### config.mk
export PLATFORM = sky130hd
export DESIGN_NAME = lru_expert_residency_cache_top_flat
export DESIGN_NICKNAME = d
export VERILOG_FILES = /design/src/lrec_pkg.sv /design/src/lrec_chan_if.sv /design/src/lrec_cell.sv /design/src/lrec_stats.sv /design/src/lru_expert_residency_cache_top.sv /design/src/flat_wrapper.sv
export VERILOG_INCLUDE_DIRS = /design/src /design/src/src
export SDC_FILE = /design/constraint.sdc
export NUM_CORES = 1
export LEC_CHECK = 0
export BUFFER_PORTS_ARGS = -buffer_cell sky130_fd_sc_hd__buf_2
export CAP_MARGIN = 20
export CORE_ASPECT_RATIO = 0.9
export CORE_MARGIN = 5
export CORE_UTILIZATION = 28
export DETAILED_ROUTE_END_ITERATION = 6
export GPL_TIMING_DRIVEN = 0
export SLEW_MARGIN = 10
export SYNTH_ARGS = -nofsm -noshare
export SYNTH_HDL_FRONTEND = slang
export SYNTH_SLANG_ARGS = --single-unit
### constraint.sdc
create_clock -name clock -period 4.3 [get_ports clock]
set_input_delay 0.86 -clock clock [delete_from_list [all_inputs] [get_ports clock]]
set_output_delay 0.86 -clock clock [all_outputs]
set_load 0.005 [all_outputs]
### src/assert_macros.svh
// ---------------------------------------------------------------------------
// Assertion macros
// Shared concurrent assertion wrappers for the residency cache RTL.
// ---------------------------------------------------------------------------
`ifndef ASSERT_MACROS_SVH
`define ASSERT_MACROS_SVH

// Check a property at every rising clock edge outside reset.
`define LREC_ASSERT(lbl, clk, rst, prop, msg) \
   lbl: assert property (@(posedge clk) disable iff (rst) (prop)) else $error(msg);

// Check that an antecedent is followed by a consequent in the next cycle.
`define LREC_ASSERT_NEXT(lbl, clk, rst, ante, cons, msg) \
   lbl: assert property (@(posedge clk) disable iff (rst) (ante) |=> (cons)) else $error(msg);

`endif

### src/lrec_pkg.sv
// ---------------------------------------------------------------------------
// lrec_pkg
// Types and constants shared by the expert residency cache modules.
// ---------------------------------------------------------------------------
`default_nettype none

package lrec_pkg;

   localparam int ID_BITS       = 8;
   localparam int CMD_BITS      = 2;
   localparam int OCC_BITS      = 5;
   localparam int STAT_BITS     = 32;
   localparam int CAP_BITS      = 5;
   localparam int CSR_ADDR_BITS = 3;
   localparam int CSR_DATA_BITS = 32;

   localparam logic [CAP_BITS-1:0] CAP_RESET        = 5'd16;
   localparam logic                CSR_IDX_CAPACITY = 1'b0;

   typedef enum logic [CMD_BITS-1:0] {
      CMD_ACCESS  = 2'd0,
      CMD_INSTALL = 2'd1,
      CMD_CLEAR   = 2'd2
   } command_type;

   typedef struct packed {
      logic [CMD_BITS-1:0] command;
      logic [ID_BITS-1:0]  expert_key;
   } req_payload_type;

   typedef struct packed {
      logic                 hit;
      logic                 evicted_valid;
      logic [ID_BITS-1:0]   evicted_id;
      logic [OCC_BITS-1:0]  occupancy;
      logic [STAT_BITS-1:0] hit_count;
      logic [STAT_BITS-1:0] miss_count;
      logic [STAT_BITS-1:0] eviction_count;
   } rsp_payload_type;

   typedef struct packed {
      logic capture;
      logic commit;
      logic in_range;
      logic below_top;
      logic at_slot;
      logic evict;
   } cell_ctrl_type;

   typedef struct packed {
      logic clear;
      logic bump_hit;
      logic bump_miss;
      logic bump_evict;
   } stat_ctrl_type;

endpackage

`default_nettype wire

### src/lrec_chan_if.sv
// ---------------------------------------------------------------------------
// lrec_chan_if
// Valid/ready channel carrying one item of a given payload type.
// ---------------------------------------------------------------------------
`default_nettype none

interface lrec_chan_if #(parameter type payload_type = logic);

   logic        valid;
   logic        ready;
   payload_type payload;

   modport source (output valid, output payload, input ready);
   modport sink   (input valid, input payload, output ready);

endinterface

`default_nettype wire

### src/lrec_cell.sv
// ---------------------------------------------------------------------------
// lrec_cell
// One slot of the recency stack: holds an id, compares it against the probe
// and takes the id of its upper neighbor or the new key when the row updates.
// ---------------------------------------------------------------------------
`default_nettype none

module lrec_cell
   import lrec_pkg::*;
(
   input  logic               clock,
   input  logic [ID_BITS-1:0] probe_id,
   input  logic [ID_BITS-1:0] key_id,
   input  logic [ID_BITS-1:0] next_id,
   input  cell_ctrl_type      ctrl,
   input  logic               found_in,
   output logic [ID_BITS-1:0] id_out,
   output logic               found_out
);

   logic [ID_BITS-1:0] id_ff, id_in;
   logic               match_ff, match_in;
   logic               move;

   always_comb begin
      match_in  = ctrl.capture ? (id_ff == probe_id) : match_ff;
      found_out = found_in | (match_ff & ctrl.in_range);
      move      = ctrl.below_top & (ctrl.evict | found_out);
      id_in     = id_ff;
      if (ctrl.commit) begin
         if (ctrl.at_slot) begin
            id_in = key_id;
         end else if (move) begin
            id_in = next_id;
         end
      end
   end

   always_ff @(posedge clock) begin
      id_ff    <= id_in;
      match_ff <= match_in;
   end

   assign id_out = id_ff;

endmodule

`default_nettype wire

### src/lrec_stats.sv
// ---------------------------------------------------------------------------
// lrec_stats
// Saturating hit, miss and eviction counters with a common clear.
// ---------------------------------------------------------------------------
`default_nettype none

module lrec_stats
   import lrec_pkg::*;
(
   input  logic                 clock,
   input  logic                 reset,
   input  stat_ctrl_type        ctrl,
   output logic [STAT_BITS-1:0] hit_count,
   output logic [STAT_BITS-1:0] miss_count,
   output logic [STAT_BITS-1:0] eviction_count
);

   logic [STAT_BITS-1:0] hit_ff, hit_in;
   logic [STAT_BITS-1:0] miss_ff, miss_in;
   logic [STAT_BITS-1:0] evict_ff, evict_in;

   function automatic logic [STAT_BITS-1:0] sat_inc(input logic [STAT_BITS-1:0] v);
      sat_inc = (&v) ? v : v + STAT_BITS'(1);
   endfunction

   always_comb begin
      hit_in   = hit_ff;
      miss_in  = miss_ff;
      evict_in = evict_ff;
      if (ctrl.clear) begin
         hit_in   = '0;
         miss_in  = '0;
         evict_in = '0;
      end else begin
         if (ctrl.bump_hit) hit_in = sat_inc(hit_ff);
         if (ctrl.bump_miss) miss_in = sat_inc(miss_ff);
         if (ctrl.bump_evict) evict_in = sat_inc(evict_ff);
      end
   end

   always_ff @(posedge clock) begin
      if (reset) begin
         hit_ff   <= '0;
         miss_ff  <= '0;
         evict_ff <= '0;
      end else begin
         hit_ff   <= hit_in;
         miss_ff  <= miss_in;
         evict_ff <= evict_in;
      end
   end

   assign hit_count      = hit_ff;
   assign miss_count     = miss_ff;
   assign eviction_count = evict_ff;

endmodule

`default_nettype wire

### src/lru_expert_residency_cache_top.sv
// ---------------------------------------------------------------------------
// lru_expert_residency_cache_top: LRU residency cache for expert ids
// The result is registered when the execute state commits, which waits while the
// result channel stalls. A new item is accepted only in the idle state, after the
// compare and update steps of the cell row have finished for the previous item.
// Synchronous reset empties the row, zeroes the counters and sets capacity to 16.
// ---------------------------------------------------------------------------
`default_nettype none
`include "assert_macros.svh"

module lru_expert_residency_cache_top
   import lrec_pkg::*;
#(
   parameter int MAX_ENTRIES = 16
)
(
   input  logic                     clock,
   input  logic                     reset,
   lrec_chan_if.sink                req_chan,
   lrec_chan_if.source              rsp_chan,
   input  logic                     csr_psel,
   input  logic                     csr_penable,
   input  logic                     csr_pwrite,
   input  logic [CSR_ADDR_BITS-1:0] csr_paddr,
   input  logic [CSR_DATA_BITS-1:0] csr_pwdata,
   output logic [CSR_DATA_BITS-1:0] csr_prdata,
   output logic                     csr_pready
);

   localparam int CNT_BITS = $clog2(MAX_ENTRIES + 1);
   localparam int CMP_BITS = (CNT_BITS > CAP_BITS) ? CNT_BITS : CAP_BITS;

   typedef enum logic {
      S_IDLE,
      S_EXEC
   } state_type;

   state_type             state_ff;
   logic [CAP_BITS-1:0]   capacity_ff;
   logic [CNT_BITS-1:0]   cnt_ff, cnt_in;
   logic [CMD_BITS-1:0]   cmd_ff;
   logic [ID_BITS-1:0]    key_ff;
   logic                  rsp_valid_ff;
   logic                  hit_ff;
   logic                  ev_valid_ff;
   logic [ID_BITS-1:0]    ev_id_ff;

   logic                  accept;
   logic                  out_free;
   logic                  commit_go;
   logic                  is_lookup;
   logic                  mutate;
   logic                  hit;
   logic                  evict;
   logic                  csr_write;
   logic [CMP_BITS-1:0]   cap_ext;
   logic [CMP_BITS-1:0]   cap_eff;
   logic [CNT_BITS-1:0]   last_slot;
   logic [MAX_ENTRIES:0]  found;
   logic [ID_BITS-1:0]    cell_id [MAX_ENTRIES];
   stat_ctrl_type         stat_ctrl;
   logic [STAT_BITS-1:0]  hit_count, miss_count, eviction_count;

   // configuration port
   assign csr_pready = 1'b1;
   assign csr_write  = csr_psel && csr_penable && csr_pwrite &&
                       (csr_paddr[CSR_ADDR_BITS-1] == CSR_IDX_CAPACITY);
   assign csr_prdata = (csr_paddr[CSR_ADDR_BITS-1] == CSR_IDX_CAPACITY) ?
                       {{(CSR_DATA_BITS-CAP_BITS){1'b0}}, capacity_ff} : '0;

   always_ff @(posedge clock) begin
      if (reset) begin
         capacity_ff <= CAP_RESET;
      end else if (csr_write) begin
         capacity_ff <= csr_pwdata[CAP_BITS-1:0];
      end
   end

   // clamp capacity into one to the row depth
   always_comb begin
      cap_ext = CMP_BITS'(capacity_ff);
      if (cap_ext == '0) begin
         cap_eff = CMP_BITS'(1);
      end else if (cap_ext > CMP_BITS'(MAX_ENTRIES)) begin
         cap_eff = CMP_BITS'(MAX_ENTRIES);
      end else begin
         cap_eff = cap_ext;
      end
   end

   assign req_chan.ready = (state_ff == S_IDLE);
   assign accept         = req_chan.valid && req_chan.ready;
   assign out_free       = !rsp_valid_ff || rsp_chan.ready;
   assign commit_go      = (state_ff == S_EXEC) && out_free;
   assign is_lookup      = (cmd_ff == CMD_ACCESS) || (cmd_ff == CMD_INSTALL);
   assign mutate         = commit_go && is_lookup;

   assign found[0]  = 1'b0;
   assign hit       = is_lookup && found[MAX_ENTRIES];
   assign evict     = is_lookup && !found[MAX_ENTRIES] && (CMP_BITS'(cnt_ff) >= cap_eff);
   assign last_slot = (hit || evict) ? cnt_ff - CNT_BITS'(1) : cnt_ff;

   // cell row
   for (genvar i = 0; i < MAX_ENTRIES; i++) begin : g_cell
      cell_ctrl_type      ctrl;
      logic [ID_BITS-1:0] next_id;

      assign ctrl.capture   = accept;
      assign ctrl.commit    = mutate;
      assign ctrl.in_range  = CNT_BITS'(i) < cnt_ff;
      assign ctrl.below_top = CNT_BITS'(i + 1) < cnt_ff;
      assign ctrl.at_slot   = CNT_BITS'(i) == last_slot;
      assign ctrl.evict     = evict;

      if (i == MAX_ENTRIES - 1) begin : g_top
         assign next_id = key_ff;
      end else begin : g_mid
         assign next_id = cell_id[i+1];
      end

      lrec_cell u_cell (
         .clock     (clock),
         .probe_id  (req_chan.payload.expert_key),
         .key_id    (key_ff),
         .next_id   (next_id),
         .ctrl      (ctrl),
         .found_in  (found[i]),
         .id_out    (cell_id[i]),
         .found_out (found[i+1])
      );
   end

   // occupancy
   always_comb begin
      cnt_in = cnt_ff;
      if (mutate && !hit && !evict && (cnt_ff < CNT_BITS'(MAX_ENTRIES))) begin
         cnt_in = cnt_ff + CNT_BITS'(1);
      end
   end

   always_ff @(posedge clock) begin
      if (reset) begin
         cnt_ff <= '0;
      end else begin
         cnt_ff <= cnt_in;
      end
   end

   // hold the item for the update step
   always_ff @(posedge clock) begin
      if (accept) begin
         cmd_ff <= req_chan.payload.command;
         key_ff <= req_chan.payload.expert_key;
      end
   end

   // counters
   assign stat_ctrl.clear      = commit_go && (cmd_ff == CMD_CLEAR);
   assign stat_ctrl.bump_hit   = mutate && hit;
   assign stat_ctrl.bump_miss  = mutate && !hit && (cmd_ff == CMD_ACCESS);
   assign stat_ctrl.bump_evict = mutate && evict;

   lrec_stats u_stats (
      .clock          (clock),
      .reset          (reset),
      .ctrl           (stat_ctrl),
      .hit_count      (hit_count),
      .miss_count     (miss_count),
      .eviction_count (eviction_count)
   );

   // sequencer and result register
   always_ff @(posedge clock) begin
      if (reset) begin
         state_ff     <= S_IDLE;
         rsp_valid_ff <= 1'b0;
      end else begin
         case (state_ff)
            S_IDLE: begin
               if (accept) state_ff <= S_EXEC;
            end
            S_EXEC: begin
               if (commit_go) state_ff <= S_IDLE;
            end
            default: state_ff <= S_IDLE;
         endcase
         if (commit_go) begin
            rsp_valid_ff <= 1'b1;
         end else if (rsp_chan.ready) begin
            rsp_valid_ff <= 1'b0;
         end
      end
      if (commit_go) begin
         hit_ff      <= hit;
         ev_valid_ff <= evict;
         ev_id_ff    <= evict ? cell_id[0] : '0;
      end
   end

   // state changes only when a result is loaded, so counters read live
   assign rsp_chan.valid                  = rsp_valid_ff;
   assign rsp_chan.payload.hit            = hit_ff;
   assign rsp_chan.payload.evicted_valid  = ev_valid_ff;
   assign rsp_chan.payload.evicted_id     = ev_id_ff;
   assign rsp_chan.payload.occupancy      = OCC_BITS'(cnt_ff);
   assign rsp_chan.payload.hit_count      = hit_count;
   assign rsp_chan.payload.miss_count     = miss_count;
   assign rsp_chan.payload.eviction_count = eviction_count;

   `LREC_ASSERT(a_occ_bound, clock, reset, cnt_ff <= CNT_BITS'(MAX_ENTRIES), "occupancy above row depth")
   `LREC_ASSERT(a_hit_no_evict, clock, reset, !(rsp_valid_ff && hit_ff && ev_valid_ff), "hit and eviction together")
   `LREC_ASSERT(a_evid_zero, clock, reset, !rsp_valid_ff || ev_valid_ff || (ev_id_ff == '0), "evicted id without eviction")
   `LREC_ASSERT_NEXT(a_hit_keeps_occ, clock, reset, mutate && hit, cnt_ff == $past(cnt_ff), "hit changed occupancy")
   `LREC_ASSERT_NEXT(a_busy_after_accept, clock, reset, accept, !req_chan.ready, "item accepted during update")

endmodule

`default_nettype wire

### src/flat_wrapper.sv
// flat-port wrapper written by rule: the top's interface ports become plain ports
module lru_expert_residency_cache_top_flat import lrec_pkg::*;
#(
   parameter int MAX_ENTRIES = 16
)
  (clock, reset, csr_psel, csr_penable, csr_pwrite, csr_paddr, csr_pwdata, csr_prdata, csr_pready, req_chan_valid, req_chan_payload, req_chan_ready, rsp_chan_valid, rsp_chan_payload, rsp_chan_ready);
  lrec_chan_if #(.payload_type(req_payload_type)) req_chan_i ();
  lrec_chan_if #(.payload_type(rsp_payload_type)) rsp_chan_i ();
  input  logic clock;
  input  logic reset;
  input  logic csr_psel;
  input  logic csr_penable;
  input  logic csr_pwrite;
  input  logic [CSR_ADDR_BITS-1:0] csr_paddr;
  input  logic [CSR_DATA_BITS-1:0] csr_pwdata;
  output logic [CSR_DATA_BITS-1:0] csr_prdata;
  output logic csr_pready;
  input wire logic [$bits(req_chan_i.valid)-1:0] req_chan_valid;
  input wire logic [$bits(req_chan_i.payload)-1:0] req_chan_payload;
  output wire logic [$bits(req_chan_i.ready)-1:0] req_chan_ready;
  output wire logic [$bits(rsp_chan_i.valid)-1:0] rsp_chan_valid;
  output wire logic [$bits(rsp_chan_i.payload)-1:0] rsp_chan_payload;
  input wire logic [$bits(rsp_chan_i.ready)-1:0] rsp_chan_ready;
  assign req_chan_i.valid = req_chan_valid;
  assign req_chan_i.payload = req_chan_payload;
  assign req_chan_ready = req_chan_i.ready;
  assign rsp_chan_valid = rsp_chan_i.valid;
  assign rsp_chan_payload = rsp_chan_i.payload;
  assign rsp_chan_i.ready = rsp_chan_ready;
  lru_expert_residency_cache_top #(.MAX_ENTRIES(MAX_ENTRIES)) u_core (.clock(clock), .reset(reset), .req_chan(req_chan_i), .rsp_chan(rsp_chan_i), .csr_psel(csr_psel), .csr_penable(csr_penable), .csr_pwrite(csr_pwrite), .csr_paddr(csr_paddr), .csr_pwdata(csr_pwdata), .csr_prdata(csr_prdata), .csr_pready(csr_pready));
endmodule
# Word level (Yosys, flattened, before mapping)

Index checks and enable logic that the tools add are counted.

Logic and storage cells: 277
Bits in registers: 272
Output and inout port bits: 146
Bits of input ports: 52

Add/sub/neg operators: 5
Bitwise gates (word level): 68
Equal/unequal tests: 33
Mux-type cells: 41
Magnitude comparators: 20
Reduce and logical (&&, ||, !) cells: 66

Operators with widths:

| operator                | number |
|---|---|
| $mux W8                 | 32 |
| $eq A8 B8 Y1            | 16 |
| $add A32 B1 Y32 const B | 3 |
| $reduce_and A32 Y1      | 3 |
| $eq A4 B5 Y1 const A    | 8 |
| $lt A4 B5 Y1 const A    | 8 |
| $reduce_and A2 Y1       | 19 |
| $reduce_bool A2 Y1      | 17 |
| $and A1 B1 Y1           | 32 |
| $or A1 B1 Y1            | 31 |
| $eq A3 B5 Y1 const A    | 4 |
| $lt A3 B5 Y1 const A    | 4 |
| $mux W5                 | 4 |
| $logic_and A1 B1 Y1     | 16 |
| $eq A2 B5 Y1 const A    | 2 |
| $logic_not A5 Y1        | 2 |
| $lt A1 B5 Y1 const A    | 2 |
| $lt A2 B5 Y1 const A    | 2 |
| $add A5 B1 Y5 const B   | 1 |
| $eq A1 B5 Y1 const A    | 1 |
| $ge A5 B5 Y1            | 1 |
| $gt A5 B5 Y1 const B    | 1 |
| $lt A5 B5 Y1 const A    | 1 |
| $lt A5 B5 Y1 const B    | 1 |
| 10 further kinds        | 22 |

# Depth between registers and ports, before layout

Depth after elaboration: 25
Depth in mapped cells: 13

# Modules after synthesis

Synthesis repeated with hierarchy kept, for this count alone.

Cells, all modules: 1344
Area total of the unflattened synthesis: 15140.8 um2

Modules (own cells, without submodules):

| module                         | area each (um2) | times used | sequential area each (um2) | cells each |
|---|---|---|---|---|
| lrec_cell                      | 511.7           | 16         | 270.3                      | 33 |
| lrec_stats                     | 4802.1          | 1          | 1921.8                     | 583 |
| lru_expert_residency_cache_top | 2150.8          | 1          | 840.8                      | 233 |

# Worst setup path before layout

Ideal clock, no wire load.

Kind: register to register
From: register u_core.cnt_ff[1]
To: register u_core.g_cell[0].u_cell.id_ff[0], enable pin
Buffers on the path: 1
Data arrival time: 3156 ps
Clock period less this slack: 3532 ps
Setup slack: 768 ps
Stages on the path, launching flop included: 11
Required time: 3925 ps
Cells stage by stage: dfxtp_1 > buf_2 > inv_1 > ha_1 > or4b_1 > a21oi_2 > o221a_4 > a41oi_4 > a211oi_4 > o211ai_4 > a21oi_1

Cells in the longest elaborated chain, start to end: 25
Elaborated cells between the ends (all ways): 60
Those cells by class: add/sub (1); order compare (17); mux (1); bitwise (33); reduce/logical (8)

RTL lines:

| element                                | line                                                                         | RTL |
|---|---|---|
| from (decl)                            | lru_expert_residency_cache_top.sv:40                                         | `logic [CNT_BITS-1:0] cnt_ff, cnt_in;` |
| from (signal assigned)                 | lru_expert_residency_cache_top.sv:145                                        | `cnt_ff <= cnt_in;` |
| $lt A1 B5 Y1, on equally long branches | lru_expert_residency_cache_top.sv:110, lru_expert_residency_cache_top.sv:111 |  |
| $and A1 B1 Y1                          | lrec_cell.sv:27                                                              | `found_out = found_in \| (match_ff & ctrl.in_range);` |
| $or A1 B1 Y1 (15 in series)            | lrec_cell.sv:27                                                              |  |
| $logic_not A1 Y1                       | lru_expert_residency_cache_top.sv:100                                        | `assign evict = is_lookup && !found[MAX_ENTRIES] && (CMP_BITS'(cnt_ff) >= cap_eff);` |
| $logic_and A1 B1 Y1 (2 in series)      | lru_expert_residency_cache_top.sv:100                                        |  |
| $logic_or A1 B1 Y1                     | lru_expert_residency_cache_top.sv:101                                        | `assign last_slot = (hit \|\| evict) ? cnt_ff - CNT_BITS'(1) : cnt_ff;` |
| $mux W5                                | lru_expert_residency_cache_top.sv:101                                        |  |
| $logic_not A5 Y1                       | lru_expert_residency_cache_top.sv:112                                        | `assign ctrl.at_slot = CNT_BITS'(i) == last_slot;` |
| $reduce_bool A2 Y1 (no source line) *  | --                                                                           |  |
| $reduce_and A2 Y1 (no source line) *   | --                                                                           |  |
| to (signal assigned)                   | lrec_cell.sv:40                                                              | `id_ff <= id_in;` |
| to (decl)                              | lrec_cell.sv:21                                                              | `logic [ID_BITS-1:0] id_ff, id_in;` |

Mark *: on every way between the ends. The rest lies on a longest branch, timed or not.
A chain may end at the register's enable or synchronous reset.

# Final worst setup path

From: register u_core.cnt_ff[0]
To: register u_core.g_cell[14].u_cell.id_ff[4], enable pin

Cells in the longest elaborated chain, start to end: 25
Elaborated cells between the ends (all ways): 60
Those cells by class: add/sub (1); order compare (17); eq/ne (1); mux (1); bitwise (33); reduce/logical (7)

RTL lines:

| element                               | line                                  | RTL |
|---|---|---|
| $lt A1 B5 Y1                          | lru_expert_residency_cache_top.sv:110 | `assign ctrl.in_range = CNT_BITS'(i) < cnt_ff;` |
| $and A1 B1 Y1                         | lrec_cell.sv:27                       |  |
| $or A1 B1 Y1 (15 in series)           | lrec_cell.sv:27                       |  |
| $logic_not A1 Y1                      | lru_expert_residency_cache_top.sv:100 |  |
| $logic_and A1 B1 Y1 (2 in series)     | lru_expert_residency_cache_top.sv:100 |  |
| $logic_or A1 B1 Y1                    | lru_expert_residency_cache_top.sv:101 |  |
| $mux W5                               | lru_expert_residency_cache_top.sv:101 |  |
| $eq A4 B5 Y1                          | lru_expert_residency_cache_top.sv:112 |  |
| $reduce_bool A2 Y1 (no source line) * | --                                    |  |
| $reduce_and A2 Y1 (no source line) *  | --                                    |  |
| to (signal assigned)                  | lrec_cell.sv:40                       |  |
| to (decl)                             | lrec_cell.sv:21                       |  |

Marked as above.

==> impl_metrics.csv <==
group,metric,value,unit
status,status,"complete, no violations",
synthesis,syn_inst,1363,
worst_setup_path,crit_family,"compound AO/OA/AOI/OAI gates",
power_and_ir_drop,p_sw,1.42,mW
placement,dp_hpwl,31.6,mm
synthesis,synth_edf_count,164,
floorplan,coreArea,51900,sq um
worst_setup_path,path_class,"register to register",
synthesis,synth_area,14800,sq um
global_route,antenna_found_initial,4,
power_and_ir_drop,powerDensity,338,nW/um^2
cts,postCtsHoldBufs,0,
cts,cts_root_buf,"clkbuf_16",
finish,final_util,33.9,%
timing,slew_viol_final,0,
power_and_ir_drop,pwr-share-seq,47.3,%
cts,cts_made_buffers,34,
finish,regArea,7090,sq um
finish,antenna_cells,0,
cts,cts.path.max_buffers,3,
timing,skew,0.0103,ns
synthesis,synth_common_cells,"164 x edfxtp_1, 161 x xnor2_1, 108 x dfxtp_1",
global_route,grt_pass1_vias,11200,
route,drc,0,
worst_setup_path,cp-start-kind,"register",
route,drtAntennaViolNets,0,
finish,synthToLayoutAreaGrowth,19.2,%
floorplan,num_rows,79,
worst_setup_path,cpPeakStageDelay,0.49,ns
timing,slew_headroom,24.9,%
finish,nFillCells,5191,
route,drt-initial-drc-count,764,
timing,rsz0062_at_grt,"false",
synthesis,synth_seq_area_share,48.0,%
power_and_ir_drop,combPwrFrac,7.3,%
worst_setup_path,critPathCaptureType,"register",
timing,hold_viol_final,0,
global_route,grt_remaining_overflow,0,
synthesis,synth_ff_type,"edfxtp_1",
floorplan,die_h,228,um
worst_setup_path,slowest_stage,"o22ai_2",
power_and_ir_drop,clock_power_share,45.4,%
synthesis,yosysWarningCount,0,
route,vias_per_cell,5.00,
finish,num-nets-final,1630,
timing,hold_slack,0.499,ns
synthesis,syn_area_per_cell,10.8,sq um
timing,worstMarginPinSlew,1.13,ns
synthesis,ys_types,73,
timing,period_needed,4.10,ns
cts,cts.clk_slew.worst_paths,0.06,ns
worst_setup_path,critPathRequiredTime,4.49,ns
finish,multi_input_area,7240,sq um
floorplan,dieArea,57400,sq um
hold_path,hp-class,"register to register",
worst_setup_path,cp.arrival,4.29,ns
synthesis,synth_area_leaders,"edfxtp_1 33%, dfxtp_1 15%, xnor2_1 9.6%, mux2_2 6.8%, nand4_1 2.7%",
route,num_vias,11400,
finish,drive_above_1_share,24.7,%
placement,numPortBuffers,140,
timing,fmax,244,MHz
synthesis,synth_most_common_cell,"edfxtp_1",
route,drtPass1Iterations,5,
floorplan,start_util,28.4,%
timing,setup_viol,0,
cts,cts.sinks,272,
worst_setup_path,crit_buf_inv,2,
finish,fin_area,17600,sq um
power_and_ir_drop,switching_share,23.9,%
power_and_ir_drop,internal_power,4.52,mW
floorplan,die_w,252,um
cts,clock_latency,0.53,ns
worst_setup_path,path_cells,"buf_2 > inv_1 > ha_1 > nand2b_1 > a211oi_1 > o31a_1 > a41oi_4 > o22ai_2 > o211ai_2 > a21oi_4",
synthesis,synthArstFlopShare,0,%
global_route,grt_start_max_net_pins,26,
synthesis,netlist.area_leader.share,33.4,%
flow_run,drv_cap,0,
power_and_ir_drop,power.ir.vdd_worst,0.204,mV
cts,cts_tree,"done",
timing,fin_crit_sh,95.4,%
global_route,grt_pass1_wl,65.4,mm
worst_setup_path,path_max_fanout,10,
synthesis,ys_ff_latch,272,
power_and_ir_drop,power,5.94,mW
floorplan,io_pins,198,
global_route,track_usage,14.2,%
cts,htree_levels,2,
route,wl_per_cell,18.6,um
power_and_ir_drop,leakagePower,6.04,nW
synthesis,yosysTopAreaCell,"edfxtp_1",
cts,postCtsSetupRepairBufs,0,
placement,place_area,16400,sq um
route,wirelength,42.3,mm
placement,place_congestion,0.901,
-- layer usage --
metal / global-route usage [%] / vias to the layer above / wire length (um)
met4: 3.97 / 6 / 1020
met5: 0 / - / 28
li1: - / 5391 / -
met1: 20.0 / 5474 / 19300
met3: 3.48 / 79 / 3340
met2: 21.7 / 442 / 18700
-- logic make-up (layout without fill, tap and decap cells) --
family	after synthesis	count (layout)	share of synthesized area [%]
AO/OA/AOI/OAI	215	215	10.7
XOR/XNOR	165	165	9.80
adder cells (fa/ha/maj)	12	12	1.02
buffers and inverters	133	334	4.32
flip-flops	272	272	48.0
multiplexers	129	129	10.3
other	2	28	0.0509
AND/OR/NAND/NOR	435	435	15.8
-- worst reg2reg max path, stage by stage (launching register included) --
cell and delay, ns:
dfxtp_1 0.41, buf_2 0.27, inv_1 0.19, ha_1 0.32
nand2b_1 0.14, a211oi_1 0.29, o31a_1 0.43, a41oi_4 0.34
o22ai_2 0.49, o211ai_2 0.45, a21oi_4 0.44
-- registers in the layout, summed over array words and instances (netlist names) --
register and cells:
u_core.ev_valid_ff 1, u_core.g_cell.next_id 8, u_core.cmd_ff 2, u_core.hit_ff 1, u_core.rsp_chan.valid 1, u_core.cap_ext 5
u_core.u_stats.miss_count 32, u_core.g_cell.u_cell.id_out 128, u_core.state_ff 1, u_core.cnt_ff 5, u_core.u_stats.eviction_count 32, u_core.u_stats.hit_count 32
u_core.ev_id_ff 8, u_core.g_cell.u_cell.match_ff 16
-- power groups by stage --
| stage | Sequential (mW) | Combinational, mW | Clock (mW) |
|---|---|---|---|
| 5_1_grt | 2.81 | 0.465 | 2.88 |
| 4_1_cts | 2.81 | 0.429 | 2.76 |
| 3_5_place_dp | 2.87 | 0.426 | 0 |
| 6_report | 2.81 | 0.431 | 2.70 |
| 3_3_place_gp | 2.86 | 0.416 | 0 |
| 2_1_floorplan | 2.85 | 0.296 | 0 |
-- repair_timing --
| item | CTS | global route |
|---|---|---|
| gates resized for setup | 10 | 14 |
| pin swaps | 0 | 0 |
| endpoints found under the setup margin | 79 | 112 |
-- layout by cell type (no fill, tap or decap), types with 60 or more instances in the layout --
master,instances
buf_2,148
nand2_1,73
edfxtp_1,164
clkbuf_1,63
nand4_1,64
xnor2_1,161
nor2_1,91
mux2_2,89
a21oi_1,60
dfxtp_1,108
-- stage by stage --
step / setup WS [ns] / TNS [ns] / std cells
after floorplan: 0.768 / 0 / 1389
after global placement: -0.220 / -6.13 / 2217
after detailed placement: -0.259 / -9.03 / 2218
after CTS: 0.00753 / 0 / 2278
after global routing: 0.00529 / 0 / 2278
final: 0.196 / 0 / 2278
-- cell type report --
class	count	area share, %
buffer	99	2.90
clock buffer	45	5.49
clock inverter	15	0.384
inverter	33	0.704
multi-input combinational	984	41.2
sequential	272	40.3
tap	688	4.89
timing repair buffer	142	4.14
-- worst paths after layout --
| kind | start | end | slack (ns) | depth (start not counted) |
|---|---|---|---|---|
| setup / recovery | u_core.cnt_ff[0] | u_core.g_cell[14].u_cell.id_out[4] | 0.20 | 10 |
| hold / removal | u_core.cap_ext[4] | u_core.cap_ext[4] | 0.50 | 1 |
| setup reg to reg | u_core.cnt_ff[0] | u_core.g_cell[14].u_cell.id_out[4] | 0.20 | 10 |
| hold reg to reg | u_core.cap_ext[4] | u_core.cap_ext[4] | 0.50 | 1 |
Note: power is estimated with default switching activity, not from simulation.
